**src/rtl/bba_pkg.sv**
```systemverilog
// shared types, constants and helper functions of the bitmap block allocator
package bba_pkg;

  localparam int BITS_PER_BYTE = 8;
  localparam int BIT_IDX_W     = 3;
  localparam int COUNT_W       = 13;
  localparam int FFB_W         = 12;

  // request opcodes
  localparam logic [1:0] OP_PROBE   = 2'd0;
  localparam logic [1:0] OP_RESERVE = 2'd1;
  localparam logic [1:0] OP_CLEAR   = 2'd2;

  typedef struct packed {
    logic [1:0]         opcode;
    logic [COUNT_W-1:0] block_count;
  } bba_in_t;

  typedef struct packed {
    logic             success;
    logic [FFB_W-1:0] first_free_block;
    logic             first_free_valid;
  } bba_out_t;

  typedef enum logic [2:0] {
    ST_INIT,
    ST_IDLE,
    ST_CLEAR,
    ST_SCAN,
    ST_DRAIN,
    ST_DONE
  } bba_state_e;

  // controller to datapath
  typedef struct packed {
    logic load;
    logic sweep;
    logic scan_rd;
    logic publish;
  } bba_cmd_t;

  // datapath to controller
  typedef struct packed {
    logic sweep_last;
    logic scan_last;
  } bba_stat_t;

  function automatic logic [3:0] popcount8(input logic [7:0] v);
    logic [3:0] cnt;
    cnt = '0;
    for (int k = 0; k < BITS_PER_BYTE; k++) begin
      cnt = cnt + 4'(v[k]);
    end
    return cnt;
  endfunction

  // lowest n set bits of v
  function automatic logic [7:0] lowest_n(input logic [7:0] v, input logic [3:0] n);
    logic [7:0] sel;
    logic [3:0] cnt;
    sel = '0;
    cnt = '0;
    for (int k = 0; k < BITS_PER_BYTE; k++) begin
      if (v[k] && (cnt < n)) begin
        sel[k] = 1'b1;
        cnt    = cnt + 4'd1;
      end
    end
    return sel;
  endfunction

  // index of the lowest set bit, zero when none
  function automatic logic [BIT_IDX_W-1:0] lowest_idx(input logic [7:0] v);
    logic [BIT_IDX_W-1:0] idx;
    idx = '0;
    for (int k = BITS_PER_BYTE - 1; k >= 0; k--) begin
      if (v[k]) begin
        idx = BIT_IDX_W'(k);
      end
    end
    return idx;
  endfunction

endpackage

```
**src/rtl/bba_ram.sv**
```systemverilog
// generic simple dual-port ram with registered read
module bba_ram #(
  parameter int WIDTH = 8,
  parameter int DEPTH = 512,
  parameter int AW    = (DEPTH > 1) ? $clog2(DEPTH) : 1
) (
  input  logic             clk_i,
  input  logic             we_i,
  input  logic [AW-1:0]    waddr_i,
  input  logic [WIDTH-1:0] wdata_i,
  input  logic             re_i,
  input  logic [AW-1:0]    raddr_i,
  output logic [WIDTH-1:0] rdata_o
);

  logic [WIDTH-1:0] mem_q [DEPTH];
  logic [WIDTH-1:0] rdata_q;

  always_ff @(posedge clk_i) begin
    if (we_i) begin
      mem_q[waddr_i] <= wdata_i;
    end
    if (re_i) begin
      rdata_q <= mem_q[raddr_i];
    end
  end

  assign rdata_o = rdata_q;

endmodule

```
**src/rtl/bba_ctrl.sv**
```systemverilog
// request sequencer of the bitmap block allocator
module bba_ctrl (
  input  logic               clk_i,
  input  logic               rst_ni,
  input  logic               in_valid_i,
  output logic               in_ready_o,
  input  logic [1:0]         in_opcode_i,
  output logic               out_valid_o,
  input  logic               out_ready_i,
  input  bba_pkg::bba_stat_t stat_i,
  output bba_pkg::bba_cmd_t  cmd_o
);
  import bba_pkg::*;

  bba_state_e state_q, state_d;
  logic       out_valid_q, out_valid_d;

  always_ff @(posedge clk_i or negedge rst_ni) begin
    if (!rst_ni) begin
      state_q     <= ST_INIT;
      out_valid_q <= 1'b0;
    end else begin
      state_q     <= state_d;
      out_valid_q <= out_valid_d;
    end
  end

  always_comb begin
    state_d    = state_q;
    cmd_o      = '0;
    in_ready_o = 1'b0;
    case (state_q)
      ST_INIT: begin
        cmd_o.sweep = 1'b1;
        if (stat_i.sweep_last) begin
          state_d = ST_IDLE;
        end
      end
      ST_IDLE: begin
        in_ready_o = 1'b1;
        if (in_valid_i) begin
          cmd_o.load = 1'b1;
          state_d    = (in_opcode_i == OP_CLEAR) ? ST_CLEAR : ST_SCAN;
        end
      end
      ST_CLEAR: begin
        cmd_o.sweep = 1'b1;
        if (stat_i.sweep_last) begin
          state_d = ST_DONE;
        end
      end
      ST_SCAN: begin
        cmd_o.scan_rd = 1'b1;
        if (stat_i.scan_last) begin
          state_d = ST_DRAIN;
        end
      end
      ST_DRAIN: begin
        state_d = ST_DONE;
      end
      ST_DONE: begin
        if (!out_valid_q || out_ready_i) begin
          cmd_o.publish = 1'b1;
          state_d       = ST_IDLE;
        end
      end
      default: begin
        state_d = ST_IDLE;
      end
    endcase
  end

  always_comb begin
    if (cmd_o.publish) begin
      out_valid_d = 1'b1;
    end else if (out_ready_i) begin
      out_valid_d = 1'b0;
    end else begin
      out_valid_d = out_valid_q;
    end
  end

  assign out_valid_o = out_valid_q;

`ifndef NO_ASSERTIONS
  // one request in flight at a time
  a_one_in_flight: assert property (@(posedge clk_i) disable iff (!rst_ni)
    in_valid_i && in_ready_o |=> !in_ready_o)
    else $error("second request taken while one is in flight");

  // a new result never overwrites one still waiting
  a_no_overwrite: assert property (@(posedge clk_i) disable iff (!rst_ni)
    cmd_o.publish |-> (!out_valid_q || out_ready_i))
    else $error("result overwritten before transfer");
`endif

endmodule

```
**src/rtl/bba_datapath.sv**
```systemverilog
// bitmap memory, scan counters and result registers of the allocator
module bba_datapath #(
  parameter int NUM_BLOCKS   = 4096,
  parameter int BITMAP_BYTES = 512
) (
  input  logic               clk_i,
  input  logic               rst_ni,
  input  bba_pkg::bba_cmd_t  cmd_i,
  output bba_pkg::bba_stat_t stat_o,
  input  bba_pkg::bba_in_t   in_data_i,
  output bba_pkg::bba_out_t  out_data_o
);
  import bba_pkg::*;

  localparam int MAP_BITS    = BITMAP_BYTES * BITS_PER_BYTE;
  localparam int SCAN_BLOCKS = (NUM_BLOCKS < MAP_BITS) ? NUM_BLOCKS : MAP_BITS;
  localparam int SCAN_BYTES  = (SCAN_BLOCKS + BITS_PER_BYTE - 1) / BITS_PER_BYTE;
  localparam int LAST_BITS   = SCAN_BLOCKS - BITS_PER_BYTE * (SCAN_BYTES - 1);
  localparam int AW          = (BITMAP_BYTES > 1) ? $clog2(BITMAP_BYTES) : 1;
  localparam int BW          = AW + BIT_IDX_W;

  localparam logic [7:0]    LAST_MASK = 8'((1 << LAST_BITS) - 1);
  localparam logic [AW-1:0] SWEEP_END = AW'(BITMAP_BYTES - 1);
  localparam logic [AW-1:0] SCAN_END  = AW'(SCAN_BYTES - 1);

  logic [AW-1:0]      addr_q, addr_d;
  logic               proc_valid_q;
  logic [AW-1:0]      proc_addr_q;
  logic [1:0]         op_q;
  logic [COUNT_W-1:0] rem_q, rem_d;
  logic               ff_found_q, ff_found_d;
  logic [BW-1:0]      ff_blk_q, ff_blk_d;
  bba_out_t           out_q;

  logic [7:0]         rd_data;
  logic [7:0]         valid_mask;
  logic [7:0]         free_mask;
  logic [3:0]         free_cnt;
  logic [3:0]         take;
  logic [7:0]         set_mask;
  logic [7:0]         left_free;
  logic               ram_we;
  logic [AW-1:0]      ram_waddr;
  logic [7:0]         ram_wdata;
  logic               success;

  bba_ram #(
    .WIDTH (BITS_PER_BYTE),
    .DEPTH (BITMAP_BYTES)
  ) u_map (
    .clk_i   (clk_i),
    .we_i    (ram_we),
    .waddr_i (ram_waddr),
    .wdata_i (ram_wdata),
    .re_i    (cmd_i.scan_rd),
    .raddr_i (addr_q),
    .rdata_o (rd_data)
  );

  // byte being modified this cycle
  always_comb begin
    valid_mask = (proc_addr_q == SCAN_END) ? LAST_MASK : 8'hFF;
    free_mask  = ~rd_data & valid_mask;
    free_cnt   = popcount8(free_mask);
    take       = (rem_q < COUNT_W'(free_cnt)) ? rem_q[3:0] : free_cnt;
    set_mask   = (op_q == OP_RESERVE) ? lowest_n(free_mask, take) : 8'h00;
    left_free  = free_mask & ~set_mask;
  end

  assign ram_we    = cmd_i.sweep || (proc_valid_q && (op_q == OP_RESERVE));
  assign ram_waddr = cmd_i.sweep ? addr_q : proc_addr_q;
  assign ram_wdata = cmd_i.sweep ? 8'h00 : (rd_data | set_mask);

  assign stat_o.sweep_last = (addr_q == SWEEP_END);
  assign stat_o.scan_last  = (addr_q == SCAN_END);

  always_comb begin
    addr_d     = addr_q;
    rem_d      = rem_q;
    ff_found_d = ff_found_q;
    ff_blk_d   = ff_blk_q;
    if (cmd_i.load) begin
      addr_d     = '0;
      rem_d      = in_data_i.block_count;
      ff_found_d = (in_data_i.opcode == OP_CLEAR);
      ff_blk_d   = '0;
    end else begin
      if (cmd_i.sweep || cmd_i.scan_rd) begin
        addr_d = AW'(addr_q + 1'b1);
      end
      if (proc_valid_q) begin
        rem_d = rem_q - COUNT_W'(take);
        if (!ff_found_q && (left_free != 8'h00)) begin
          ff_found_d = 1'b1;
          ff_blk_d   = {proc_addr_q, lowest_idx(left_free)};
        end
      end
    end
  end

  always_comb begin
    case (op_q)
      OP_PROBE:   success = (rem_q == '0);
      OP_RESERVE: success = (rem_q == '0);
      OP_CLEAR:   success = 1'b1;
      default:    success = 1'b0;
    endcase
  end

  always_ff @(posedge clk_i or negedge rst_ni) begin
    if (!rst_ni) begin
      addr_q       <= '0;
      proc_valid_q <= 1'b0;
      ff_found_q   <= 1'b0;
    end else begin
      addr_q       <= addr_d;
      proc_valid_q <= cmd_i.scan_rd;
      ff_found_q   <= ff_found_d;
    end
  end

  always_ff @(posedge clk_i) begin
    proc_addr_q <= addr_q;
    rem_q       <= rem_d;
    ff_blk_q    <= ff_blk_d;
    if (cmd_i.load) begin
      op_q <= in_data_i.opcode;
    end
    if (cmd_i.publish) begin
      out_q.success          <= success;
      out_q.first_free_block <= ff_found_q ? FFB_W'(ff_blk_q) : '0;
      out_q.first_free_valid <= ff_found_q;
    end
  end

  assign out_data_o = out_q;

`ifndef NO_ASSERTIONS
  // only free blocks ever get marked
  a_mark_free_only: assert property (@(posedge clk_i) disable iff (!rst_ni)
    proc_valid_q |-> ((set_mask & ~free_mask) == 8'h00))
    else $error("reserve marks a block that was not free");

  // outstanding count never grows during a scan
  a_rem_monotonic: assert property (@(posedge clk_i) disable iff (!rst_ni)
    proc_valid_q && !cmd_i.load |=> (rem_q <= $past(rem_q)))
    else $error("outstanding block count increased");

  // first free block is frozen once found
  a_first_free_hold: assert property (@(posedge clk_i) disable iff (!rst_ni)
    ff_found_q && !cmd_i.load |=> ff_found_q && $stable(ff_blk_q))
    else $error("first free block changed after being found");
`endif

endmodule

```
**src/rtl/bitmap_block_allocator_top.sv**
```systemverilog
// top level of the first-fit bitmap block allocator
//
// first-fit block allocator over a used-block bitmap held in a single
// BITMAP_BYTES x 8 ram, bit k of byte i standing for block i*8+k. one
// request (probe, reserve or clear) is taken at a time and gives exactly
// one result: success plus the lowest free block left afterwards.
// after reset the ram is swept to zero, during which no request is taken.
// a probe or reserve walks the first min(NUM_BLOCKS, BITMAP_BYTES*8)/8
// bytes, rounded up, one byte per cycle through the ram's single read
// port, with the write-back of a reserve in the cycle after the read.
// a clear sweeps the whole ram. a finished result sits in an output
// register; the next request is taken while it waits
module bitmap_block_allocator_top #(
  parameter int NUM_BLOCKS   = 4096,
  parameter int BITMAP_BYTES = 512
) (
  input  logic              clk_i,
  input  logic              rst_ni,
  input  logic              in_valid_i,
  output logic              in_ready_o,
  input  bba_pkg::bba_in_t  in_data_i,
  output logic              out_valid_o,
  input  logic              out_ready_i,
  output bba_pkg::bba_out_t out_data_o
);
  import bba_pkg::*;

  // command and status between sequencer and datapath
  bba_cmd_t  cmd;
  bba_stat_t stat;

  // sequencer: reset and clear sweeps, request accept, scan and result hand-off
  bba_ctrl u_ctrl (
    .clk_i       (clk_i),
    .rst_ni      (rst_ni),
    .in_valid_i  (in_valid_i),
    .in_ready_o  (in_ready_o),
    .in_opcode_i (in_data_i.opcode),
    .out_valid_o (out_valid_o),
    .out_ready_i (out_ready_i),
    .stat_i      (stat),
    .cmd_o       (cmd)
  );

  // datapath: bitmap ram, byte-wise read-modify-write, result registers
  bba_datapath #(
    .NUM_BLOCKS   (NUM_BLOCKS),
    .BITMAP_BYTES (BITMAP_BYTES)
  ) u_dp (
    .clk_i      (clk_i),
    .rst_ni     (rst_ni),
    .cmd_i      (cmd),
    .stat_o     (stat),
    .in_data_i  (in_data_i),
    .out_data_o (out_data_o)
  );

endmodule

```
**config.mk**
```make
export PLATFORM = sky130hd
export DESIGN_NAME = bitmap_block_allocator_top
export DESIGN_NICKNAME = d
export VERILOG_FILES = /design/src/rtl/bba_pkg.sv /design/src/rtl/bba_ram.sv /design/src/rtl/bba_ctrl.sv /design/src/rtl/bba_datapath.sv /design/src/rtl/bitmap_block_allocator_top.sv
export SDC_FILE = /design/constraint.sdc
export NUM_CORES = 2
export LEC_CHECK = 0
export BUFFER_PORTS_ARGS = -buffer_cell sky130_fd_sc_hd__buf_2
export CORE_ASPECT_RATIO = 1.4
export CORE_MARGIN = 1
export CORE_UTILIZATION = 35
export CTS_BUF_LIST = sky130_fd_sc_hd__clkbuf_8
export CTS_CLUSTER_DIAMETER = 150
export DETAILED_ROUTE_END_ITERATION = 8
export HOLD_SLACK_MARGIN = 0.15
export PLACE_DENSITY = 0.61
export SYNTH_ARGS = -nofsm -noshare
export SYNTH_HDL_FRONTEND = slang
export SYNTH_SLANG_ARGS = --single-unit
export TNS_END_PERCENT = 5
```
**constraint.sdc**
```tcl
create_clock -name clk_i -period 46.5 [get_ports clk_i]
set_input_delay 9.3 -clock clk_i [delete_from_list [all_inputs] [get_ports clk_i]]
set_output_delay 9.3 -clock clk_i [all_outputs]
set_load 0.02 [all_outputs]
```
# Word level (Yosys, flattened, before mapping)
# Memories as Yosys holds them, arrays and structs flattened. A register that Yosys moved wholly into a read port is not among the register bits.
# Cells that the tools add are included.
[word_totals]
memories = 1
output_inout_bits = 16
mem_bits_rw = 4096
register_bits = 65
inputBits = 19
[classes]
order_cmp = 9
n_eq_ne = 14
n_mux = 53
bitwise = 4
n_addsub = 15
reduce_logical = 28
[memory_table]
columns = ["memory", "depth", "width", "read_ports", "rd_ports_with_merged_regs", "write_ports", "line", "source"]
rows = [
  ["u_dp.u_map.mem_q", 512, 8, 1, 1, 1, "bba_ram.sv:16", "logic [WIDTH-1:0] mem_q [DEPTH];"],
]
[op_table]
columns = ["operator", "n"]
rows = [
  ["$mux W3", 13],
  ["$lt A4 B4 Y1", 7],
  ["$mux W4", 7],
  ["$mux W9", 3],
  ["$mux W13", 2],
  ["$add A4 B1 Y4", 6],
  ["$add A4 B1 Y4 const B", 6],
  ["$mux W1", 24],
  ["$pmux W3 S6", 1],
  ["$mux W8", 2],
  ["$not A8 Y8", 2],
  ["$logic_not A13 Y1", 1],
  ["$lt A13 B4 Y1", 1],
  ["$sub A13 B4 Y13", 1],
  ["$logic_and A1 B1 Y1", 10],
  ["$add A9 B1 Y9 const B", 1],
  ["$eq A9 B9 Y1 const B", 1],
  ["$and A8 B8 Y8", 1],
  ["$ne A2 B2 Y1 const B", 4],
  ["$or A8 B8 Y8", 1],
  ["$reduce_bool A2 Y1", 4],
  ["$reduce_bool A8 Y1", 1],
  ["$eq A3 B2 Y1 const B", 2],
  ["$eq A3 B3 Y1 const B", 2],
  ["other kinds (14)", 20],
]

# Depth between registers and ports, before layout
[logic_depth]
ltp_word = 45
ltp_mapped = 64
mapped_depth_nobuf = 62

# By module
# From an unflattened synthesis, not the netlist that was laid out.
[hier_totals]
hier_cells = 8505
hier_area_um2 = 164614.1
[modules_own_cells]
columns = ["module", "cells_per_inst", "area_per_inst_um2", "seq_area_each_um2", "instances"]
rows = [
  ["bba_ram", 8030, 160007.2, 123238.2, 1],
  ["bba_datapath", 448, 4345.4, 1566.5, 1],
  ["bba_ctrl", 27, 261.5, 100.1, 1],
]

# Least setup slack after synthesis
# OpenSTA, ideal clock, no wires.
[synth_path]
kind = "reg2reg"
from = "register u_dp.u_map.rdata_q[0], in the netlist u_dp.u_map.rdata_o[0], read port of u_dp.u_map.mem_q"
to = "memory u_dp.u_map.mem_q[0][7], data pin"
path_slack_ns = 16.835
t_arrival_ns = 26.414
path_buffers = 0
path_stages_with_launch = 56
required_time_ns = 43.249
setup_ns = 3.251
cell_sequence = "edfxtp_1 inv_1 ha_1 inv_1 fa_1 fa_1 fa_1 fa_1 nand2b_1 nand2_1 ha_1 o21a_1 a2bb2oi_1 nor2_1 mux2_2 nand3_1 nand2_1 inv_1 (+20 left out) o21ai_0 a31oi_4 nand2_1 xor2_1 ha_1 a21o_1 a211oi_1 nand2_1 inv_1 nand4_1 xnor2_1 ha_1 a211oi_1 nor2_1 or3_1 nor2_1 nand3_1 a31oi_1"
[synth_between]
elab_chain_len = 37
[synth_lines]
columns = ["item", "line", "source"]
rows = [
  ["start, declared", "bba_ram.sv:17", "logic [WIDTH-1:0] rdata_q;"],
  ["$not A8 Y8 *", "bba_datapath.sv:63", "free_mask = ~rd_data & valid_mask;"],
  ["$add A1 B1 Y2", "bba_pkg.sv:52", "cnt = cnt + 4'(v[k]);"],
  ["$add A4 B1 Y4 (6 in a row)", "bba_pkg.sv:52", ""],
  ["$lt A13 B4 Y1", "bba_datapath.sv:65", "take = (rem_q < COUNT_W'(free_cnt)) ? rem_q[3:0] : free_cnt;"],
  ["$mux W4", "bba_datapath.sv:65", ""],
  ["$lt A1 B4 Y1", "bba_pkg.sv:64", "if (v[k] && (cnt < n)) begin"],
  ["$logic_and A1 B1 Y1", "bba_pkg.sv:64", ""],
  ["$mux W1", "bba_pkg.sv:64", ""],
  ["(+17 left out)", "n/a", ""],
  ["$mux W4", "bba_pkg.sv:64", ""],
  ["$lt A4 B4 Y1 *", "bba_pkg.sv:64", ""],
  ["$logic_and A1 B1 Y1 *", "bba_pkg.sv:64", ""],
  ["$mux W1 *", "bba_pkg.sv:64", ""],
  ["$mux W8 *", "bba_datapath.sv:66", "set_mask = (op_q == OP_RESERVE) ? lowest_n(free_mask, take) : 8'h00;"],
  ["$or A8 B8 Y8 *", "bba_datapath.sv:72", "assign ram_wdata = cmd_i.sweep ? 8'h00 : (rd_data | set_mask);"],
  ["$mux W8 *", "bba_datapath.sv:72", ""],
  ["named net u_dp.ram_wdata[7]", "bba_datapath.sv:44", "logic [7:0] ram_wdata;"],
  ["end, declared", "bba_ram.sv:16", ""],
]
# The timed path passes the listed nets; every way through them passes the cells marked *.

# Worst setup path in the final report
[layout_path]
from = "register u_dp.u_map.rdata_q[0], in the netlist u_dp.u_map.rdata_o[0], read port of u_dp.u_map.mem_q"
to = "memory u_dp.u_map.mem_q[216][7], data pin"
# Same word-level chain as after synthesis.

==> impl_metrics.tcl <==
set metrics [dict create \
    syn_nets 7002 \
    synthArstFlopShare 0.00360 \
    cp_slowest_stage_delay_ns 0.87 \
    power_frac_comb 0.404 \
    clk_root_buffer_cell "clkbuf_8" \
    finalSetupTns_ns 0 \
    grt_util_all_layers 0.169 \
    io_pins 35 \
    crit_path_frequent_cell "ha_1" \
    cts_inserted_buffers 587 \
    clk_pin_slew_ns 0.07 \
    cts.path.max_buffers 4 \
    die_x_um 577 \
    grt_pass1_vias 78100 \
    start_util 0.352 \
    clock_power_share 0.191 \
    power_density_nw_per_um2 77.3 \
    path_class "reg2reg" \
    slew-limit-headroom 0.126 \
    r2r.worst_path.cells 59 \
    cts_setup_buffers 0 \
    setup_viol 0 \
    grt_overflow_total 0 \
    max_freq_ghz 0.0591 \
    netlist_instances 6945 \
    holdPathEnd "u_dp.proc_addr_q[7]$_DFF_P_" \
    htreeDepth 6 \
    critPathSlowestCell "buf_4" \
    regToRegSetupSlack_ns 29.57 \
    wl_mm 398 \
    tritoncts "done" \
    dp_slack_ns 30.20 \
    intPower_mw 8.77 \
    routedWlPerCell_um 28.8 \
    first_pass_iters 7 \
    synth_flop_cell "edfxtp_1" \
    period_share 0.364 \
    drv_slew 0 \
    syn_avg_cell_area_um2 23.3 \
    dieHeight_um 807 \
    met1Wirelength_mm 143 \
    hpwl_mm 235 \
    hp-class "reg2reg" \
    critPathLaunchType "flop" \
    synthDistinctLibCells 70 \
    portBuffers 34 \
    final_common_cell "edfxtp_1" \
    clock_latency_ns 1.10 \
    synth_warnings 0 \
    synth_seq_cells 4169 \
    place_congestion 0.831 \
    reg2reg_from "u_dp.u_map.rdata_o[0]$_DFFE_PP_" \
    hold_viol 0 \
    area_growth_syn_to_layout_pct 11.1 \
    switching_share 0.370 \
    fin_ws_ns 29.57 \
    hp-start "u_dp.addr_q[7]$_DFFE_PN0P_" \
    grt_max_degree 225 \
    critPathRequiredTime_ns 47.18 \
    layout_min_cycle_time_ns 16.93 \
    mostFrequentLayoutCells "4133 x edfxtp_1, 1358 x mux4_2, 604 x clkbuf_8" \
    route.met3.wl_mm 22.8 \
    syn_area_um2 162000 \
    switchingPower_mw 5.16 \
    vias_per_cell 5.35 \
    whs_path_depth 0 \
    grt_pass1_wl_mm 570 \
    seq_power_share 0.404 \
    coreArea_um2 461000 \
    status "finished, final reports clean" \
    numClockSinks 4169 \
    placementRows 295 \
    nNetsFinal 7340 \
    postRouteAntennaNets 0 \
    cp.arrival_ns 17.61 \
    path_max_fanout 105 \
    drtIter0Drc 6912 \
    hold_buffers 0 \
    antenna_found_initial 18 \
    synth_edf_count 4133 \
    fin_skew_ns 0.0920 \
    ir_drop_uv 165 \
    die_area_um2 466000 \
    highest_layer "met5" \
    endpoint_kind "flop" \
    ys_seq_area_frac 0.771 \
    timing.rr.end "u_dp.u_map.mem_q[216][7]$_DFFE_PP_" \
    grt_setup_unrepaired "no" \
    cellLeakagePower_nw 55.1 \
    ctsResizeCount 0 \
    dr_wl_met2_mm 215 \
    worst_pin_slew_ns 1.31 \
    num_vias 73900 \
    drcViolationCount 0 \
    drv_cap 0 \
    drive_gt1_frac 0.296 \
]
final cells by class:
type                    count  area [um2]
fillers                 40200      281000
flip-flops and latches   4169      125000
multi-input cells        2352       35800
clock buffers             604        8310
well taps                6088        7620
clock inverters           406        2170
repair buffers            152        1180
inverters                  21        78.8
diodes                     28        70.1
worst max-delay path, delay by kind of cell, from the launching register on:
family          cells  cell delay, ns
compound gates     19            4.71
fa+ha+maj          13            4.28
simple gates       16            2.91
buf+inv             8            2.80
xor+xnor            2            0.46
flops               1            0.42
mux                 1            0.42
cells by family after synthesis:
logic type,share of synthesized area
compound gates,0.00476
xor+xnor,0.00108
fa+ha+maj,0.00316
buf+inv,0.00995
flops,0.771
mux,0.190
other cells,0.0000231
simple gates,0.0204
power groups by stage:
stage               clock, mW  combinational, mW  sequential (mW)
floorplan                   0               3.38             6.25
global placement            0               5.48             5.70
detailed placement          0               5.66             5.71
CTS                      2.71               5.67             5.63
global route             2.85               5.94             5.64
finish                   2.66               5.63             5.63
how the worst max path moves through the flow:
| stage | from | to | slack [ns] |
|---|---|---|---|
| finish | u_dp.u_map.rdata_o[0]$_DFFE_PP_ | u_dp.u_map.mem_q[216][7]$_DFFE_PP_ | 29.57 |
| global route | u_dp.u_map.rdata_o[0]$_DFFE_PP_ | u_dp.u_map.mem_q[216][7]$_DFFE_PP_ | 28.81 |
| CTS | u_dp.u_map.rdata_o[0]$_DFFE_PP_ | u_dp.u_map.mem_q[216][7]$_DFFE_PP_ | 30.02 |
| detailed placement | u_dp.u_map.rdata_o[0]$_DFFE_PP_ | u_dp.u_map.mem_q[402][7]$_DFFE_PP_ | 30.20 |
| global placement | u_dp.u_map.rdata_o[0]$_DFFE_PP_ | u_dp.u_map.mem_q[402][7]$_DFFE_PP_ | 30.65 |
| floorplan | u_dp.u_map.rdata_o[0]$_DFFE_PP_ | u_dp.u_map.mem_q[0][7]$_DFFE_PP_ | 16.84 |
stage by stage:
step	hold WS (ns)	cell area [um2]	power (mW)	cells	util
2_1_floorplan	0.345	162000	9.63	6945	-
3_3_place_gp	0.435	170000	11.2	12800	0.368
3_5_place_dp	0.451	170000	11.4	12800	0.368
4_1_cts	0.454	180000	14.0	13800	0.391
5_1_grt	0.478	180000	14.4	13800	0.391
6_report	0.467	180000	13.9	13800	0.391
registers in the layout, indices dropped and copies added (netlist names):
name,flops
u_dp.out_data_o,14
u_dp.ff_blk_q,12
u_dp.u_map.mem_q,4096
u_dp.proc_addr_q,9
u_dp.ff_found_q,1
u_ctrl.state_q,3
u_dp.rem_q,13
u_dp.addr_q,9
u_dp.u_map.rdata_o,8
u_ctrl.out_valid_o,1
u_dp.op_q,2
u_dp.proc_valid_q,1
metal layers:
| metal | vias up | GRT usage |
|---|---|---|
| met2 | 2734 | 0.309 |
| met5 | - | 0 |
| met4 | 2 | 0.0720 |
| met3 | 727 | 0.0251 |
| met1 | 40300 | 0.195 |
| li1 | 30200 | - |
synth_stat cells, drive strengths merged, types with 6 or more instances:
| cell type | instances | area, um2 |
|---|---|---|
| nor2b | 7 | 43.8 |
| nor2 | 582 | 2180 |
| a21oi | 28 | 148 |
| edfxtp | 4133 | 124000 |
| nor4 | 6 | 65.1 |
| dfrtp | 15 | 375 |
| ha | 33 | 413 |
| buf | 116 | 457 |
| o21ai | 27 | 139 |
| mux2 | 6 | 67.6 |
| clkbuf | 287 | 1080 |
| inv | 21 | 78.8 |
| mux4 | 1358 | 30600 |
| and2 | 17 | 109 |
| nand2 | 122 | 458 |
| o21a | 6 | 45.0 |
| xor2 | 10 | 87.6 |
| nand2b | 11 | 68.8 |
| a31oi | 11 | 98.8 |
| a211oi | 10 | 85.1 |
| or3 | 6 | 42.5 |
| mux2i | 16 | 160 |
| nor3 | 8 | 40.0 |
| nand3b | 9 | 67.6 |
| xnor2 | 10 | 87.6 |
| dfxtp | 21 | 420 |
| nand3 | 17 | 90.1 |
(Power assumes the default switching activity.)
